File: config.mk
export PLATFORM = sky130hd
export DESIGN_NAME = pps_disciplined_timestamper_unit
export DESIGN_NICKNAME = d
export VERILOG_FILES = /design/src/rtl/core/pdt_pkg.sv /design/src/rtl/core/pdt_divider.sv /design/src/rtl/core/pps_disciplined_timestamper_unit.sv
export SDC_FILE = /design/constraint.sdc
export NUM_CORES = 1
export LEC_CHECK = 0
export ABC_AREA = 1
export BUFFER_PORTS_ARGS = -buffer_cell sky130_fd_sc_hd__buf_2
export CAP_MARGIN = 5
export CELL_PAD_IN_SITES_DETAIL_PLACEMENT = 0
export CELL_PAD_IN_SITES_GLOBAL_PLACEMENT = 1
export CORE_UTILIZATION = 26
export CTS_CLUSTER_SIZE = 25
export DETAILED_ROUTE_END_ITERATION = 8
export PLACE_DENSITY_LB_ADDON = 0.3
export REMOVE_ABC_BUFFERS = 1
export SETUP_SLACK_MARGIN = 0.02
export SLEW_MARGIN = 20
export SYNTH_ARGS = -nofsm -noshare
export SYNTH_HDL_FRONTEND = slang
export SYNTH_SLANG_ARGS = --single-unit
File: constraint.sdc
create_clock -name clock -period 14.7 [get_ports clock]
set_clock_uncertainty 0.05 [all_clocks]
set_input_delay 0.735 -clock clock [delete_from_list [all_inputs] [get_ports clock]]
set_output_delay 0.735 -clock clock [all_outputs]
set_load 0.03 [all_outputs]
File: src/rtl/core/pdt_pkg.sv
// Shared types and constants for the PPS-disciplined timestamp unit.
// Holds the request/response payload structs, mode codes and FSM states.
// No dependencies.
`timescale 1ns / 1ps

package pdt_pkg;

   localparam int TICK_BITS     = 32;
   localparam int FRAC_OUT_BITS = 17;
   localparam int ADDR_BITS     = 3;
   localparam int DATA_BITS     = 32;

   localparam logic REG_LOSS_TIMEOUT = 1'b0;

   typedef enum logic [1:0] {
      MODE_PULSE = 2'd0,
      MODE_EXT   = 2'd1,
      MODE_LOSS  = 2'd2,
      MODE_FRAC  = 2'd3
   } mode_type;

   typedef enum logic [2:0] {
      ST_IDLE,
      ST_CALC,
      ST_EVAL,
      ST_DIV,
      ST_PUT
   } state_type;

   typedef struct packed {
      mode_type               mode;
      logic [TICK_BITS-1:0]   counter_ticks;
   } req_type;

   typedef struct packed {
      mode_type                 result_kind;
      logic                     valid_res;
      logic [TICK_BITS-1:0]     second_length;
      logic [TICK_BITS-1:0]     ticks_after_pulse;
      logic [FRAC_OUT_BITS-1:0] fraction_q16;
      logic                     lock_lost;
   } rsp_type;

   typedef struct packed {
      logic busy;
      logic done;
   } div_sts_type;

endpackage

File: src/rtl/core/pdt_divider.sv
// Bit-serial restoring divider producing one quotient bit per cycle.
// Computes floor((dividend << FRAC_BITS) / divisor) for dividend < 2 * divisor.
// Depends on pdt_pkg.
`timescale 1ns / 1ps

module pdt_divider #(
   parameter int CNT_BITS  = 32,
   parameter int FRAC_BITS = 16
) (
   input  logic                  clock,
   input  logic                  reset,
   input  logic                  start,
   input  logic [CNT_BITS-1:0]   dividend,
   input  logic [CNT_BITS-1:0]   divisor,
   output pdt_pkg::div_sts_type  sts,
   output logic [FRAC_BITS:0]    quotient
);
   import pdt_pkg::*;

   localparam int STEP_BITS = $clog2(FRAC_BITS + 1);
   localparam logic [STEP_BITS-1:0] LAST_STEP = STEP_BITS'(FRAC_BITS);

   logic                 busy_ff, busy_in;
   logic                 done_ff, done_in;
   logic [STEP_BITS-1:0] step_ff, step_in;
   logic [CNT_BITS:0]    rem_ff, rem_in;
   logic [CNT_BITS-1:0]  den_ff, den_in;
   logic [FRAC_BITS:0]   quo_ff, quo_in;

   logic [CNT_BITS:0]    diff;
   logic [CNT_BITS:0]    kept;
   logic                 take;

   always_comb begin
      diff = rem_ff - {1'b0, den_ff};
      take = (rem_ff >= {1'b0, den_ff});
      kept = take ? diff : rem_ff;

      busy_in = busy_ff;
      done_in = 1'b0;
      step_in = step_ff;
      rem_in  = rem_ff;
      den_in  = den_ff;
      quo_in  = quo_ff;

      if (start) begin
         busy_in = 1'b1;
         step_in = '0;
         rem_in  = {1'b0, dividend};
         den_in  = divisor;
      end else if (busy_ff) begin
         // The partial remainder stays below the divisor, so its top bit is free.
         rem_in  = {kept[CNT_BITS-1:0], 1'b0};
         quo_in  = {quo_ff[FRAC_BITS-1:0], take};
         step_in = step_ff + 1'b1;
         if (step_ff == LAST_STEP) begin
            busy_in = 1'b0;
            done_in = 1'b1;
         end
      end
   end

   always_ff @(posedge clock) begin
      if (reset) begin
         busy_ff <= 1'b0;
         done_ff <= 1'b0;
         step_ff <= '0;
      end else begin
         busy_ff <= busy_in;
         done_ff <= done_in;
         step_ff <= step_in;
      end
   end

   always_ff @(posedge clock) begin
      rem_ff <= rem_in;
      den_ff <= den_in;
      quo_ff <= quo_in;
   end

   assign sts.busy = busy_ff;
   assign sts.done = done_ff;
   assign quotient = quo_ff;

endmodule

File: src/rtl/core/pps_disciplined_timestamper_unit.sv
// PPS-disciplined timestamp unit: pulse capture, event capture, loss check, fraction query.
// After a request is accepted it passes through CALC, EVAL and PUT, and a valid fraction also through DIV.
// A new request is not taken until the previous one has left PUT for the response register.
// The response register lets the next request start while a response is still stalled.
// Synchronous reset clears pulse state, the FSM and the response valid; timeout is all ones.
// Depends on pdt_pkg and pdt_divider.
`timescale 1ns / 1ps

module pps_disciplined_timestamper_unit #(
   parameter int COUNTER_BITS  = 32,
   parameter int FRACTION_BITS = 16
) (
   input  logic                            clock,
   input  logic                            reset,
   input  logic                            req_valid,
   output logic                            req_stall,
   input  pdt_pkg::req_type                req_data,
   output logic                            rsp_valid,
   input  logic                            rsp_stall,
   output pdt_pkg::rsp_type                rsp_data,
   input  logic                            psel,
   input  logic                            penable,
   input  logic                            pwrite,
   input  logic [pdt_pkg::ADDR_BITS-1:0]   paddr,
   input  logic [pdt_pkg::DATA_BITS-1:0]   pwdata,
   output logic [pdt_pkg::DATA_BITS-1:0]   prdata,
   output logic                            pready
);
   import pdt_pkg::*;

   state_type                state_ff, state_in;
   mode_type                 mode_ff, mode_in;
   logic [COUNTER_BITS-1:0]  now_ff, now_in;
   logic [COUNTER_BITS-1:0]  dur_ff, dur_in;
   logic [COUNTER_BITS-1:0]  since_ff, since_in;
   logic [COUNTER_BITS-1:0]  last_ff, last_in;
   logic [COUNTER_BITS-1:0]  prev_ff, prev_in;
   logic [1:0]               cnt_ff, cnt_in;
   logic [DATA_BITS-1:0]     timeout_ff, timeout_in;
   rsp_type                  res_ff, res_in;
   logic                     rsp_valid_ff, rsp_valid_in;
   rsp_type                  rsp_data_ff, rsp_data_in;

   logic                     div_start;
   div_sts_type              div_sts;
   logic [FRACTION_BITS:0]   div_quo;

   logic                     locked;
   logic                     good;
   logic                     timed_out;
   logic [COUNTER_BITS+1:0]  since_x2;
   logic [COUNTER_BITS+1:0]  dur_x3;
   logic                     csr_write;

   pdt_divider #(
      .CNT_BITS  (COUNTER_BITS),
      .FRAC_BITS (FRACTION_BITS)
   ) u_div (
      .clock    (clock),
      .reset    (reset),
      .start    (div_start),
      .dividend (since_ff),
      .divisor  (dur_ff),
      .sts      (div_sts),
      .quotient (div_quo)
   );

   assign locked    = (cnt_ff == 2'd2);
   assign since_x2  = {1'b0, since_ff, 1'b0};
   assign dur_x3    = {2'b00, dur_ff} + {1'b0, dur_ff, 1'b0};
   assign good      = (since_x2 <= dur_x3);
   assign timed_out = (DATA_BITS'(since_ff) > timeout_ff);
   assign csr_write = psel && penable && pwrite && (paddr[2] == REG_LOSS_TIMEOUT);

   always_comb begin
      state_in     = state_ff;
      mode_in      = mode_ff;
      now_in       = now_ff;
      dur_in       = dur_ff;
      since_in     = since_ff;
      last_in      = last_ff;
      prev_in      = prev_ff;
      cnt_in       = cnt_ff;
      res_in       = res_ff;
      div_start    = 1'b0;
      rsp_valid_in = rsp_valid_ff && rsp_stall;
      rsp_data_in  = rsp_data_ff;
      timeout_in   = csr_write ? pwdata : timeout_ff;

      case (state_ff)
         ST_IDLE: begin
            if (req_valid) begin
               mode_in  = req_data.mode;
               now_in   = req_data.counter_ticks[COUNTER_BITS-1:0];
               state_in = ST_CALC;
            end
         end
         ST_CALC: begin
            dur_in   = last_ff - prev_ff;
            since_in = now_ff - last_ff;
            state_in = ST_EVAL;
         end
         ST_EVAL: begin
            res_in             = '0;
            res_in.result_kind = mode_ff;
            state_in           = ST_PUT;
            case (mode_ff)
               MODE_PULSE: begin
                  res_in.valid_res     = locked;
                  res_in.second_length = TICK_BITS'(dur_ff);
                  prev_in              = last_ff;
                  last_in              = now_ff;
                  if (!locked) begin
                     cnt_in = cnt_ff + 2'd1;
                  end
               end
               MODE_EXT: begin
                  if (locked) begin
                     if (good) begin
                        res_in.valid_res         = 1'b1;
                        res_in.second_length     = TICK_BITS'(dur_ff);
                        res_in.ticks_after_pulse = TICK_BITS'(since_ff);
                     end else begin
                        cnt_in           = 2'd0;
                        res_in.lock_lost = 1'b1;
                     end
                  end
               end
               MODE_LOSS: begin
                  if ((cnt_ff != 2'd0) && timed_out) begin
                     cnt_in           = 2'd0;
                     res_in.lock_lost = 1'b1;
                  end else begin
                     res_in.valid_res = locked;
                  end
               end
               MODE_FRAC: begin
                  if (locked && (dur_ff != '0) && good) begin
                     res_in.valid_res         = 1'b1;
                     res_in.second_length     = TICK_BITS'(dur_ff);
                     res_in.ticks_after_pulse = TICK_BITS'(since_ff);
                     div_start                = 1'b1;
                     state_in                 = ST_DIV;
                  end
               end
               default: begin
                  state_in = ST_PUT;
               end
            endcase
         end
         ST_DIV: begin
            if (div_sts.done) begin
               res_in.fraction_q16 = FRAC_OUT_BITS'(div_quo);
               state_in            = ST_PUT;
            end
         end
         ST_PUT: begin
            if (!rsp_valid_ff || !rsp_stall) begin
               rsp_data_in  = res_ff;
               rsp_valid_in = 1'b1;
               state_in     = ST_IDLE;
            end
         end
         default: begin
            state_in = ST_IDLE;
         end
      endcase
   end

   always_ff @(posedge clock) begin
      if (reset) begin
         state_ff     <= ST_IDLE;
         last_ff      <= '0;
         prev_ff      <= '0;
         cnt_ff       <= 2'd0;
         timeout_ff   <= '1;
         rsp_valid_ff <= 1'b0;
      end else begin
         state_ff     <= state_in;
         last_ff      <= last_in;
         prev_ff      <= prev_in;
         cnt_ff       <= cnt_in;
         timeout_ff   <= timeout_in;
         rsp_valid_ff <= rsp_valid_in;
      end
   end

   always_ff @(posedge clock) begin
      mode_ff     <= mode_in;
      now_ff      <= now_in;
      dur_ff      <= dur_in;
      since_ff    <= since_in;
      res_ff      <= res_in;
      rsp_data_ff <= rsp_data_in;
   end

   assign req_stall = (state_ff != ST_IDLE);
   assign rsp_valid = rsp_valid_ff;
   assign rsp_data  = rsp_data_ff;
   assign pready    = 1'b1;
   assign prdata    = (paddr[2] == REG_LOSS_TIMEOUT) ? timeout_ff : '0;

   // The pulse count saturates at two and never reaches three.
   a_cnt_range: assert property (@(posedge clock) disable iff (reset)
      cnt_ff != 2'd3)
      else $error("pulse count out of range");

   // The divider is started only when it is idle.
   a_div_start: assert property (@(posedge clock) disable iff (reset)
      div_start |-> !div_sts.busy)
      else $error("divider restarted while busy");

   // A divider result arrives only while the FSM waits for it.
   a_div_done: assert property (@(posedge clock) disable iff (reset)
      div_sts.done |-> state_ff == ST_DIV)
      else $error("divider done outside of division state");

   // A valid fraction response always carries a nonzero second length.
   a_frac_len: assert property (@(posedge clock) disable iff (reset)
      (rsp_valid && rsp_data.result_kind == MODE_FRAC && rsp_data.valid_res)
         |-> rsp_data.second_length != '0)
      else $error("valid fraction with zero second length");

   // A response that drops lock never reports valid timing.
   a_lost_valid: assert property (@(posedge clock) disable iff (reset)
      rsp_valid |-> !(rsp_data.lock_lost && rsp_data.valid_res))
      else $error("lock lost and valid in one response");

endmodule

After elaboration in Yosys (flattened, before gate mapping)
Cells that the tools add are included.

Register bits: 459. Bits in latches: 0. Memory bits (writable): 0. Bits in read-only memories: 0. Output and inout bits: 120. Word-level logic and storage cells: 121. Memories kept: 0.

Add/subtract/negate cells: 6. Multiply operators: 0. Divide/modulo/power cells: 0. $lt $le $gt $ge: 3. Eq/ne operators: 16. Shift operators: 0. Mux-type cells: 37. Bitwise gates (word level): 3. Reductions and logical operators: 27.

Operators with widths (count): two-way mux 65 bit (3); two-way mux 32 bit (4); one-hot mux 32 bit (3 select lines) (1); subtractor 32 bit (3); one-hot mux 32 bit (2 select lines) (1); adder 32 x 33 -> 34 bit (1); less-or-equal comparator 33 x 34 -> 1 bit (1); one-hot mux 17 bit (2 select lines) (1); greater-or-equal comparator 33 x 32 -> 1 bit (1); greater-than comparator 32 bit (1); nonzero test 32 bit (1); two-way mux 17 bit (1); two-way mux 3 bit (5); one-hot mux 3 bit (5 select lines) (1); two-way mux 1 bit (13); inequality test 2 bit, second input constant (6); AND reduction 2 bit (5); two-way mux 2 bit (4); logical AND 1 bit (7); == test 2 bit, second input constant (3); == test 3 x 2 -> 1 bit, second input constant (2); one-hot mux 2 bit (3 select lines) (1); AND reduction 6 bit (1); nonzero test 2 bit (3); other kinds (18) (22).

Longest topological paths before layout
Gate-level depths: netlist of the first run.

Word-level depth: 8. Depth in mapped cells: 28.

Cells and area by module
Synthesis of the first run repeated with hierarchy kept, for this count alone.

Cell total of the unflattened synthesis: 2869. Area, all modules: 25877.3 um^2.

Modules (own cells, without submodules): pps_disciplined_timestamper_unit (instances 1, cells each 1984, area each 19603.8 um^2, sequential area each 10089.7 um^2); pdt_divider (instances 1, cells each 885, area each 6273.5 um^2, sequential area each 2592.5 um^2).

Worst setup path after synthesis of the first run
Ideal clock, no wire load.

Path type: register to register. Start: register state_ff[0]. End: register dur_ff[0] (enable). Setup time: 0.566 ns. Arrival time: 4.813 ns. Data required time: 14.084 ns. Path slack: 9.271 ns. Cell stages (with the launch flop): 3. Buffers on the path: 0. Period minus slack after synthesis: 5.429 ns. Cells stage by stage: dfxtp_1 > inv_1 > nor3_1.

Cells in the longest elaborated chain, start to end: 1.

RTL lines: from (decl) (line pps_disciplined_timestamper_unit.sv:31) `state_type state_ff, state_in;`; from (signal assigned) (line pps_disciplined_timestamper_unit.sv:179) `state_ff <= state_in;`; == test 3 x 1 -> 1 bit (line pps_disciplined_timestamper_unit.sv:90) `case (state_ff)`; to (signal assigned) (line pps_disciplined_timestamper_unit.sv:191) `dur_ff <= dur_in;`; to (decl) (line pps_disciplined_timestamper_unit.sv:34) `logic [COUNTER_BITS-1:0] dur_ff, dur_in;`.

No other way between the ends. A chain may end at the register's enable or synchronous reset.

Final worst setup path of the first run
Start: register dur_ff[7]. End: register u_div.rem_ff[1] (enable).

Cells in the longest elaborated chain, start to end: 7. Elaborated cells on any way between the ends: 9.

RTL lines: adder 32 x 33 -> 34 bit or nonzero test 32 bit (tied branches) (line pps_disciplined_timestamper_unit.sv:70, pps_disciplined_timestamper_unit.sv:138); less-or-equal comparator 33 x 34 -> 1 bit or logical AND 1 bit (tied branches) (line pps_disciplined_timestamper_unit.sv:71, pps_disciplined_timestamper_unit.sv:138); logical AND 1 bit (*) (line pps_disciplined_timestamper_unit.sv:138) `if (locked && (dur_ff != '0) && good) begin`; two-way mux 1 bit (*) (line pps_disciplined_timestamper_unit.sv:138); two-way mux 1 bit (*) (line pps_disciplined_timestamper_unit.sv:107) `case (mode_ff)`; two-way mux 1 bit (*) (line pps_disciplined_timestamper_unit.sv:90); nonzero test 2 bit (no source line) (*); to (signal assigned) (line pdt_divider.sv:76) `rem_ff <= rem_in;`; to (decl) (line pdt_divider.sv:26) `logic [CNT_BITS:0] rem_ff, rem_in;`.

Mark *: on every way between the ends. The rest lies on a longest branch, timed or not.

==> results.yml, run 1 <==
layout:
  drive_above_1_share_pct: 12.1
  n_antenna_cell: 0
  area_growth_pct: 17.5
  final_nets: 3092
routing:
  drt-initial-drc-count: 824
  antenna_left: 0
  wirelength_mm: 70.2
  drcViolationCount: 0
  via_per_inst: 4.35
  vias: 17800
  first_pass_iters: 5
  wl_per_cell_um: 17.1
global_route:
  antenna_found_initial: 0
  grt_pass1_wl_mm: 107
  grt_pass1_vias: 18200
  grtUsageTotal_pct: 14.5
  overflow: 0
  grt_max_degree: 86
hold_path:
  hold_path_class: "in -> reg"
  holdPathStages: 1
worst_setup_path:
  cp_max_fo: 65
  crit_end: "u_div.rem_ff[1]$_DFFE_PP_"
  reg2regPathDepth: 24
  r2r-start: "dur_ff[7]$_DFFE_PP_"
  crit_path_start: "dur_ff[7]$_DFFE_PP_"
  reg2reg_to: "u_div.rem_ff[1]$_DFFE_PP_"
  cp.arrival_ns: 5.83
  end_kind: "flip-flop"
  worst-setup-path-type: "reg -> reg"
  r2r_setup_slack_ns: 9.11
  worstPathRequired_ns: 14.94
  crit_path_start_kind: "flip-flop"
pwr:
  vdd_drop_max_mv: 0.0899
  p_total_w: 0.00475
  p_leak_nw: 12.2
  cellPowerDensity_mw_per_mm2: 163
clocking:
  cts_tree: "done"
  insertion_delay_ns: 0.67
  clk_path_buf_depth: 3
  clkTransAtPathRegs_ns: 0.06
  h-tree-depth: 2
  cts_made_buffers: 58
  clock-sinks: 459
  root_buffer: "clkbuf_16"
  cts_resized: 0
  post_cts_buffers: 0
  ctsHoldBuffers: 0
yosys:
  synthXorXnorAreaFrac_pct: 4.17
  yosysUniqueCellTypes: 52
  synth.ff_latch_count: 459
  syn-cell-area_sq_mm: 0.0248
  synth_compound_area_share_pct: 12.8
  muxShareOfSynthArea_pct: 0
  synth.top_cell.area_share_pct: 42.3
  syn_area_per_cell_sq_um: 9.56
  yosysTopAreaCell: "edfxtp_1"
  synth_area_leaders: "edfxtp_1 42%, ha_1 11%, dfxtp_1 8.9%"
  synth_edf_count: 349
  yosys.area_share.simple_pct: 13.4
  synth_cells: 2589
  synth_top_family_by_area: "simple AND/OR/NAND/NOR gates"
  synth_warnings: 0
  async_flop_share_pct: 0
  ys_seq_area_share_pct: 51.2
  synthAdderAreaFrac_pct: 11.3
  ys.flop_type: "edfxtp_1"
placement:
  place_hpwl_mm: 53.6
  port_buffers: 192
  routabilityCongestion: 0.855
timing:
  period_needed_ns: 5.59
  tightest_slew_ns: 0.998
  finalHoldViolations: 0
  setup_violations: 0
  drv_slew: 0
  fin_setup_tns_ns: 0
  fmax_mhz: 179
  rsz0062_at_grt: "false"
  relSlewSlack_pct: 33.5
  fin_crit_sh_pct: 38.0
run:
  drv_cap: 0
floorplanning:
  coreArea_sq_mm: 0.0939
  die-area_sq_mm: 0.0965
  die_h_um: 311
  core.rowCount: 112
  start_util_pct: 26.4
  ioPinCount: 196
  die_w_um: 311
status:
  status: "complete, no violations"
-- state kept, by name, indices dropped and copies added, names as in the netlist, 3 cells and up --
| signal | count |
|---|---|
| res_ff | 85 |
| rsp_data | 85 |
| u_div.rem_ff | 33 |
| dur_ff | 32 |
| last_ff | 32 |
| now_ff | 32 |
| prev_ff | 32 |
| since_ff | 32 |
| timeout_ff | 32 |
| u_div.den_ff | 32 |
| u_div.quotient | 17 |
| u_div.step_ff | 5 |
| state_ff | 3 |
-- placed cells by master, fill, tap and decap left out, types with 6 or more instances in the layout --
cell type | synthesis | layout
nor3_2 | 30 | 31
o21ai_0 | 154 | 154
ha_1 | 217 | 216
o21a_1 | 11 | 11
a21oi_1 | 241 | 240
a21o_1 | 11 | 11
clkinv_2 | 0 | 8
clkinv_1 | 2 | 8
nand4_1 | 21 | 21
dfxtp_1 | 110 | 110
edfxtp_1 | 349 | 349
a31oi_1 | 28 | 28
clkbuf_16 | 0 | 59
inv_1 | 395 | 395
nand3_1 | 51 | 51
buf_4 | 4 | 13
o211ai_1 | 59 | 59
xnor2_1 | 39 | 39
buf_2 | 6 | 192
xor2_1 | 79 | 79
a21boi_0 | 6 | 6
o21bai_1 | 9 | 9
o21ai_1 | 7 | 7
nand2_1 | 385 | 384
nor3_1 | 23 | 22
nor2_1 | 249 | 245
clkbuf_1 | 44 | 16
-- kinds of logic (layout without fill, tap and decap cells) --
group           count (synthesis)  in the layout
buf+inv                       457            713
compound gates                555            555
fa+ha+maj                     221            221
xor+xnor                      118            118
flops                         459            459
other cells                     1              1
simple gates                  778            778
-- per-stage QoR --
step,instances,util [%],hold slack [ns],area (sq um),setup WS [ns]
6_report,4099,31.0,0.194,29100,9.11
5_1_grt,4099,31.0,0.155,29100,8.71
3_3_place_gp,3989,28.9,0.352,27200,9.11
4_1_cts,4099,31.0,0.130,29100,9.07
3_5_place_dp,3989,28.9,0.355,27200,9.09
2_1_floorplan,2530,-,0.350,24500,7.48
-- power breakdown --
part           switching [W]  internal (W)  leakage, nW
Clock               0.000602      0.000847        0.931
Combinational        0.00100      0.000558         7.22
Sequential          0.000138       0.00160         4.09
-- cell type report --
cell class | count | area (sq um)
Fill cell | 9947 | 64800
Sequential cell | 459 | 12700
Multi-Input combinational cell | 1673 | 10400
Clock buffer | 78 | 1580
Tap cell | 1254 | 1570
Inverter | 398 | 1490
Timing Repair Buffer | 205 | 1060
Clock inverter | 32 | 354
-- critical path, stage by stage, from the launching register on --
cell and delay, ns:
edfxtp_1 0.46, inv_1 0.13, ha_1 0.38, nand2_1 0.08, o21ai_0 0.25, nand2_1 0.08
nand3_1 0.18, a21oi_1 0.19, o31ai_1 0.41, a21oi_1 0.18, xor2_1 0.18, ha_1 0.29
nand2_1 0.07, nor2_1 0.26, nand4_1 0.12, nor2_1 0.11, nand3_1 0.14, and3_1 0.22
nand2_1 0.07, nand2_2 0.08, nand2_4 0.12, nand3_2 0.17, buf_4 0.40, nand2_1 0.13
buf_4 0.41
-- worst min path at each step --
stage / startpoint / end / slack, ns
6_report: req_data[13] / now_ff[13]$_DFFE_PP_ / 0.19
5_1_grt: req_data[32] / mode_ff[0]$_DFFE_PP_ / 0.15
4_1_cts: req_data[32] / mode_ff[0]$_DFFE_PP_ / 0.13
3_5_place_dp: res_ff[27]$_DFFE_PP_ / rsp_data[27]$_DFFE_PP_ / 0.35
3_3_place_gp: res_ff[84]$_DFFE_PP_ / rsp_data[84]$_DFFE_PP_ / 0.35
2_1_floorplan: res_ff[0]$_DFFE_PP_ / rsp_data[0]$_DFFE_PP_ / 0.35
-- cells in the mapped netlist, types with 21 or more instances --
| cell type | number |
|---|---|
| xor2_1 | 79 |
| nor3_2 | 30 |
| ha_1 | 217 |
| dfxtp_1 | 110 |
| a21oi_1 | 241 |
| xnor2_1 | 39 |
| nand2_1 | 385 |
| nand4_1 | 21 |
| nor3_1 | 23 |
| a31oi_1 | 28 |
| o211ai_1 | 59 |
| o21ai_0 | 154 |
| nor2_1 | 249 |
| edfxtp_1 | 349 |
| nand3_1 | 51 |
| clkbuf_1 | 44 |
| inv_1 | 395 |
-- routing by layer --
metal,vias up,wire length (um),global-route usage [%]
li1,9249,-,-
met1,8253,33000,19.0
met2,242,33200,24.4
met3,95,2070,2.01
met4,0,1950,4.93
met5,-,0,0
(Power assumes the default switching activity.)
==> run 2, diff against run 1 <==
clock period = 5.39 ns   (was 14.7 ns; I/O delays follow)
==> run 2 against run 1 <==
  * Sequential share of layout area shrank 1.0 points
  * Maximum frequency rose by 15%
  * Clock power grew to 2.6 times the previous value
  * Combinational power grew to 2.8 times the previous value
  * Critical path type unchanged
  * Wire length increased by 0.23%
  * Sequential cell count unchanged
==> results.yml, run 2 (synthesized netlist as in run 1, its figures left out) <==
floorplanning:
  coreArea_sq_mm: 0.0939
  die-area_sq_mm: 0.0965
  start_util_pct: 26.4
  ioPinCount: 196
  die_h_um: 311
  die_w_um: 311
  core.rowCount: 112
worst_setup_path:
  r2r_setup_slack_ns: 0.54
  end_kind: "flip-flop"
  cp_max_fo: 69
  cp.arrival_ns: 5.13
  worstPathRequired_ns: 5.67
  worst-setup-path-type: "reg -> reg"
  crit_path_start_kind: "flip-flop"
global_route:
  overflow: 0
  grt_max_degree: 70
  antenna_found_initial: 0
  grtUsageTotal_pct: 14.4
  grt_pass1_wl_mm: 107
  grt_pass1_vias: 18200
timing:
  hold_ws_ns: 0.299
  fin_crit_sh_pct: 90.1
  relSlewSlack_pct: 35.8
  rsz0062_at_grt: "false"
  tightest_slew_ns: 0.963
  finalHoldViolations: 0
  period_needed_ns: 4.85
  fin_setup_tns_ns: 0
  drv_slew: 0
  fmax_mhz: 206
  setup_violations: 0
clocking:
  clk_path_buf_depth: 3
  h-tree-depth: 2
  clock-sinks: 459
  root_buffer: "clkbuf_16"
  cts_tree: "done"
  cts_made_buffers: 57
  clkTransAtPathRegs_ns: 0.06
  cts_resized: 0
  insertion_delay_ns: 0.63
pwr:
  vdd_drop_max_mv: 0.252
  cellPowerDensity_mw_per_mm2: 431
  p_leak_nw: 12.5
layout:
  drive_above_1_share_pct: 11.9
  nFillCells: 9962
  n_antenna_cell: 0
  final_nets: 3166
  final_common_cell: "inv_1"
  final_cell_mix: "395 x inv_1, 384 x nand2_1, 349 x edfxtp_1"
  area_growth_pct: 20.4
routing:
  drcViolationCount: 0
  vias: 18000
  first_pass_iters: 6
  drt-initial-drc-count: 832
  antenna_left: 0
  wirelength_mm: 70.4
  wl_per_cell_um: 16.9
  via_per_inst: 4.32
status:
  status: "complete, no violations"
hold_path:
  hold_path_class: "in -> reg"
placement:
  place_hpwl_mm: 54.1
  routabilityCongestion: 0.856
  port_buffers: 192
run:
  drv_cap: 0
[run 2: report_power, final]
part | switching [W] | internal [W]
Clock | 0.00158 | 0.00219
Sequential | 0.000373 | 0.00436
Combinational | 0.00276 | 0.00157
[run 2: final timing paths]
check	start	end	depth (start not counted)
worst max-delay path	dur_ff[2]$_DFFE_PP_	u_div.den_ff[1]$_DFFE_PP_	25
worst min-delay path	req_data[14]	now_ff[14]$_DFFE_PP_	2
worst max register to register	dur_ff[2]$_DFFE_PP_	u_div.den_ff[1]$_DFFE_PP_	25
worst min register to register	res_ff[0]$_DFFE_PP_	rsp_data[0]$_DFFE_PP_	0
[run 2: through the flow]
step                      total power, W  util (%)  instances  instance area, sq um  worst slack, ns
final                             0.0128      31.7       4172                 29800            0.536
after global placement           0.00913      29.0       3995                 27300            0.562
after CTS                         0.0130      31.7       4172                 29800            0.501
after detailed placement         0.00912      29.0       3995                 27300            0.526
after global routing              0.0137      31.7       4172                 29800           0.0877
after floorplan                  0.00778         -       2530                 24500            -1.83
[run 2: repair_timing]
| action | 4_1_cts | 5_1_grt |
|---|---|---|
| hold buffers | 69 | 0 |
| setup buffers | 0 | 0 |
| hold endpoints to repair | 70 | 0 |
[run 2: final cells by class]
| cell class | count | area, sq um | share of cell area (%) |
|---|---|---|---|
| Clock buffer | 75 | 1530 | 5.12 |
| Clock inverter | 33 | 317 | 1.06 |
| Inverter | 398 | 1490 | 5.01 |
| Multi-Input combinational cell | 1673 | 10400 | 34.8 |
| Sequential cell | 459 | 12700 | 42.6 |
| Tap cell | 1254 | 1570 | 5.27 |
| Timing Repair Buffer | 280 | 1840 | 6.19 |
[run 2: metal layers]
| layer | track usage, % | part of all wire (%) |
|---|---|---|
| met1 | 18.9 | 47 |
| met2 | 24.7 | 48 |
| met3 | 1.93 | 2.5 |
| met4 | 3.72 | 2.1 |
| met5 | 0 | 0 |
[run 2: worst max-delay path, stage by stage (launching register included)]
cell and delay (ns):
edfxtp_1 0.46, inv_1 0.17, ha_1 0.30, a21oi_1 0.16
nand2_1 0.13, nand3_1 0.11, nand3_1 0.17, a31oi_1 0.38
o211ai_1 0.23, a21oi_1 0.23, xor2_1 0.10, ha_1 0.28
nand2_1 0.09, nor2_1 0.10, nand2_1 0.06, nor2_1 0.13
nand3_1 0.10, and3_1 0.20, nand2_1 0.06, nand2_2 0.08
nand2_4 0.12, nand3_2 0.09, buf_12 0.23, inv_1 0.13
buf_12 0.19, buf_4 0.17
==> run 3, diff against run 2 <==
SYNTH_HIERARCHICAL = 1   (was not set)
==> run 3 against run 2 <==
  * Utilization fell by 0.40 points
  * Worst hold slack got worse by 0.21 ns
  * Critical path depth did not move
  * Register-to-register slack got worse by 0.04 ns
  * Critical path type unchanged
  * Largest cell class unchanged
==> results.yml, run 3 <==
timing:
  setup_violations: 0
  fmax_mhz: 204
  finalHoldViolations: 0
  tightest_slew_ns: 0.993
  drv_slew: 0
  fin_setup_tns_ns: 0
  hold_ws_ns: 0.0857
  fin_crit_sh_pct: 90.8
  period_needed_ns: 4.89
  relSlewSlack_pct: 33.8
  worst_slack_ns: 0.497
  rsz0062_at_grt: "false"
worst_setup_path:
  reg2regPathDepth: 25
  r2r_setup_slack_ns: 0.50
  r2r-start: "dur_ff[1]$_DFFE_PN_"
  cp.arrival_ns: 5.15
  worst-setup-path-type: "reg -> reg"
  end_kind: "flip-flop"
  cp_max_fo: 32
  reg2reg_to: "u_div/rem_ff[2]$_DFFE_PP_"
  crit_path_start_kind: "flip-flop"
  worstPathRequired_ns: 5.65
layout:
  drive_above_1_share_pct: 12.8
  nFillCells: 10500
  n_antenna_cell: 0
  final_nets: 3437
  final_cell_mix: "576 x nand2_1, 491 x inv_1, 349 x edfxtp_1"
  area_growth_pct: 19.2
  final_common_cell: "nand2_1"
yosys:
  synth_cells: 2868
  syn_area_per_cell_sq_um: 9.02
  syn-cell-area_sq_mm: 0.0259
  synth_warnings: 6
floorplanning:
  coreArea_sq_mm: 0.0984
  ioPinCount: 196
  die-area_sq_mm: 0.101
  die_w_um: 317
  core.rowCount: 115
  start_util_pct: 26.3
  die_h_um: 317
routing:
  drcViolationCount: 0
  antenna_left: 0
  via_per_inst: 4.28
  first_pass_iters: 5
  vias: 19200
  wl_per_cell_um: 16.3
  wirelength_mm: 72.8
  drt-initial-drc-count: 991
clocking:
  clock-sinks: 459
  cts_tree: "done"
  clk_path_buf_depth: 3
  insertion_delay_ns: 0.62
  clkTransAtPathRegs_ns: 0.06
  h-tree-depth: 2
  root_buffer: "clkbuf_16"
  post_cts_buffers: 0
  cts_made_buffers: 54
global_route:
  antenna_found_initial: 0
  grt_pass1_vias: 19100
  grtUsageTotal_pct: 14.3
  grt_pass1_wl_mm: 111
  overflow: 0
  grt_max_degree: 81
placement:
  dp_slack_ns: 0.250
  port_buffers: 192
  place_hpwl_mm: 56.1
  routabilityCongestion: 0.841
pwr:
  cell_internal_pwr_w: 0.00835
  p_leak_nw: 13.6
  vdd_drop_max_mv: 0.239
  p_comb_share_pct: 36.6
  p_seq_share_pct: 36.4
  power_switching_w: 0.00514
  clock_power_share_pct: 27.0
  p_sw_share_pct: 38.1
  cellPowerDensity_mw_per_mm2: 437
hold_path:
  min_from: "req_valid"
  hold_end: "state_ff[1]$_SDFFE_PP0P_"
  hold_path_class: "in -> reg"
  holdPathStages: 5
status:
  status: "complete, no violations"
run:
  drv_cap: 0
==> run 3: critical path, cell delays in order (launching register included) <==
cell and delay (ns):
edfxtp_1 0.42, ha_1 0.20, inv_1 0.06, fa_1 0.39
inv_1 0.07, nand3_1 0.06, nand2_1 0.14, a21oi_2 0.09
o21ai_2 0.17, a21boi_1 0.14, o21ai_2 0.20, a21boi_1 0.13
o21ai_1 0.18, xnor2_1 0.09, ha_1 0.29, nand4_1 0.09
inv_1 0.13, nand2_1 0.06, nor4_1 0.26, nand2_1 0.22
nand2_4 0.18, nand3_1 0.14, inv_2 0.15, clkinv_1 0.20
nand2_1 0.20, buf_12 0.22
==> run 3: worst max path at each step <==
stage	from	end	slack (ns)	cells past startpoint
final	dur_ff[1]$_DFFE_PN_	u_div/rem_ff[2]$_DFFE_PP_	0.50	25
after global placement	dur_ff[2]$_DFFE_PN_	u_div/rem_ff[1]$_DFFE_PP_	0.29	24
after floorplan	state_ff[1]$_SDFFE_PP0P_	u_div/rem_ff[0]$_SDFFCE_PN0P_	-2.36	8
after global routing	dur_ff[1]$_DFFE_PN_	u_div/rem_ff[0]$_SDFFCE_PN0P_	0.05	25
after detailed placement	dur_ff[1]$_DFFE_PN_	u_div/rem_ff[19]$_DFFE_PP_	0.25	26
after CTS	dur_ff[1]$_DFFE_PN_	u_div/rem_ff[0]$_SDFFCE_PN0P_	0.26	25
==> run 3: routing by layer <==
metal / GRT usage [%] / vias to the layer above / share of wire (%) / wire, um
met3: 1.76 / 63 / 2.8 / 2060
met1: 18.9 / 8803 / 47 / 34200
li1: - / 10000 / - / -
met4: 3.30 / 0 / 1.9 / 1350
met5: 0 / - / 0 / 0
met2: 24.8 / 257 / 48 / 35100
==> run 3: layout make-up <==
type / instances / area [sq um] / share of cell area (%)
multi-input cells: 1848 / 11100 / 35.9
inverters: 498 / 1870 / 6.06
flip-flops and latches: 459 / 12700 / 41.1
clock inverters: 32 / 315 / 1.02
well taps: 1287 / 1610 / 5.22
repair buffers: 279 / 1850 / 6.00
clock buffers: 69 / 1450 / 4.69
==> run 3: per-stage QoR <==
stage	total power [W]	cell area (sq um)	cells	utilization [%]
after floorplan	0.00841	25500	2805	-
final	0.0135	30800	4472	31.3
after global placement	0.00989	28400	4302	28.8
after detailed placement	0.00992	28400	4303	28.8
after CTS	0.0137	30800	4472	31.3
after global routing	0.0145	30800	4472	31.3
==> run 3: power groups by stage <==
stage | clock network (W) | logic, W | registers, W
2_1_floorplan | 0 | 0.00361 | 0.00480
3_3_place_gp | 0 | 0.00489 | 0.00500
3_5_place_dp | 0 | 0.00492 | 0.00500
4_1_cts | 0.00379 | 0.00497 | 0.00493
5_1_grt | 0.00391 | 0.00560 | 0.00496
6_report | 0.00365 | 0.00493 | 0.00491
==> run 3: timing repair <==
action	4_1_cts	5_1_grt
hold buffers	68	0
endpoints found under the setup margin	0	79
hold endpoints to repair	70	0
resized for setup	0	5
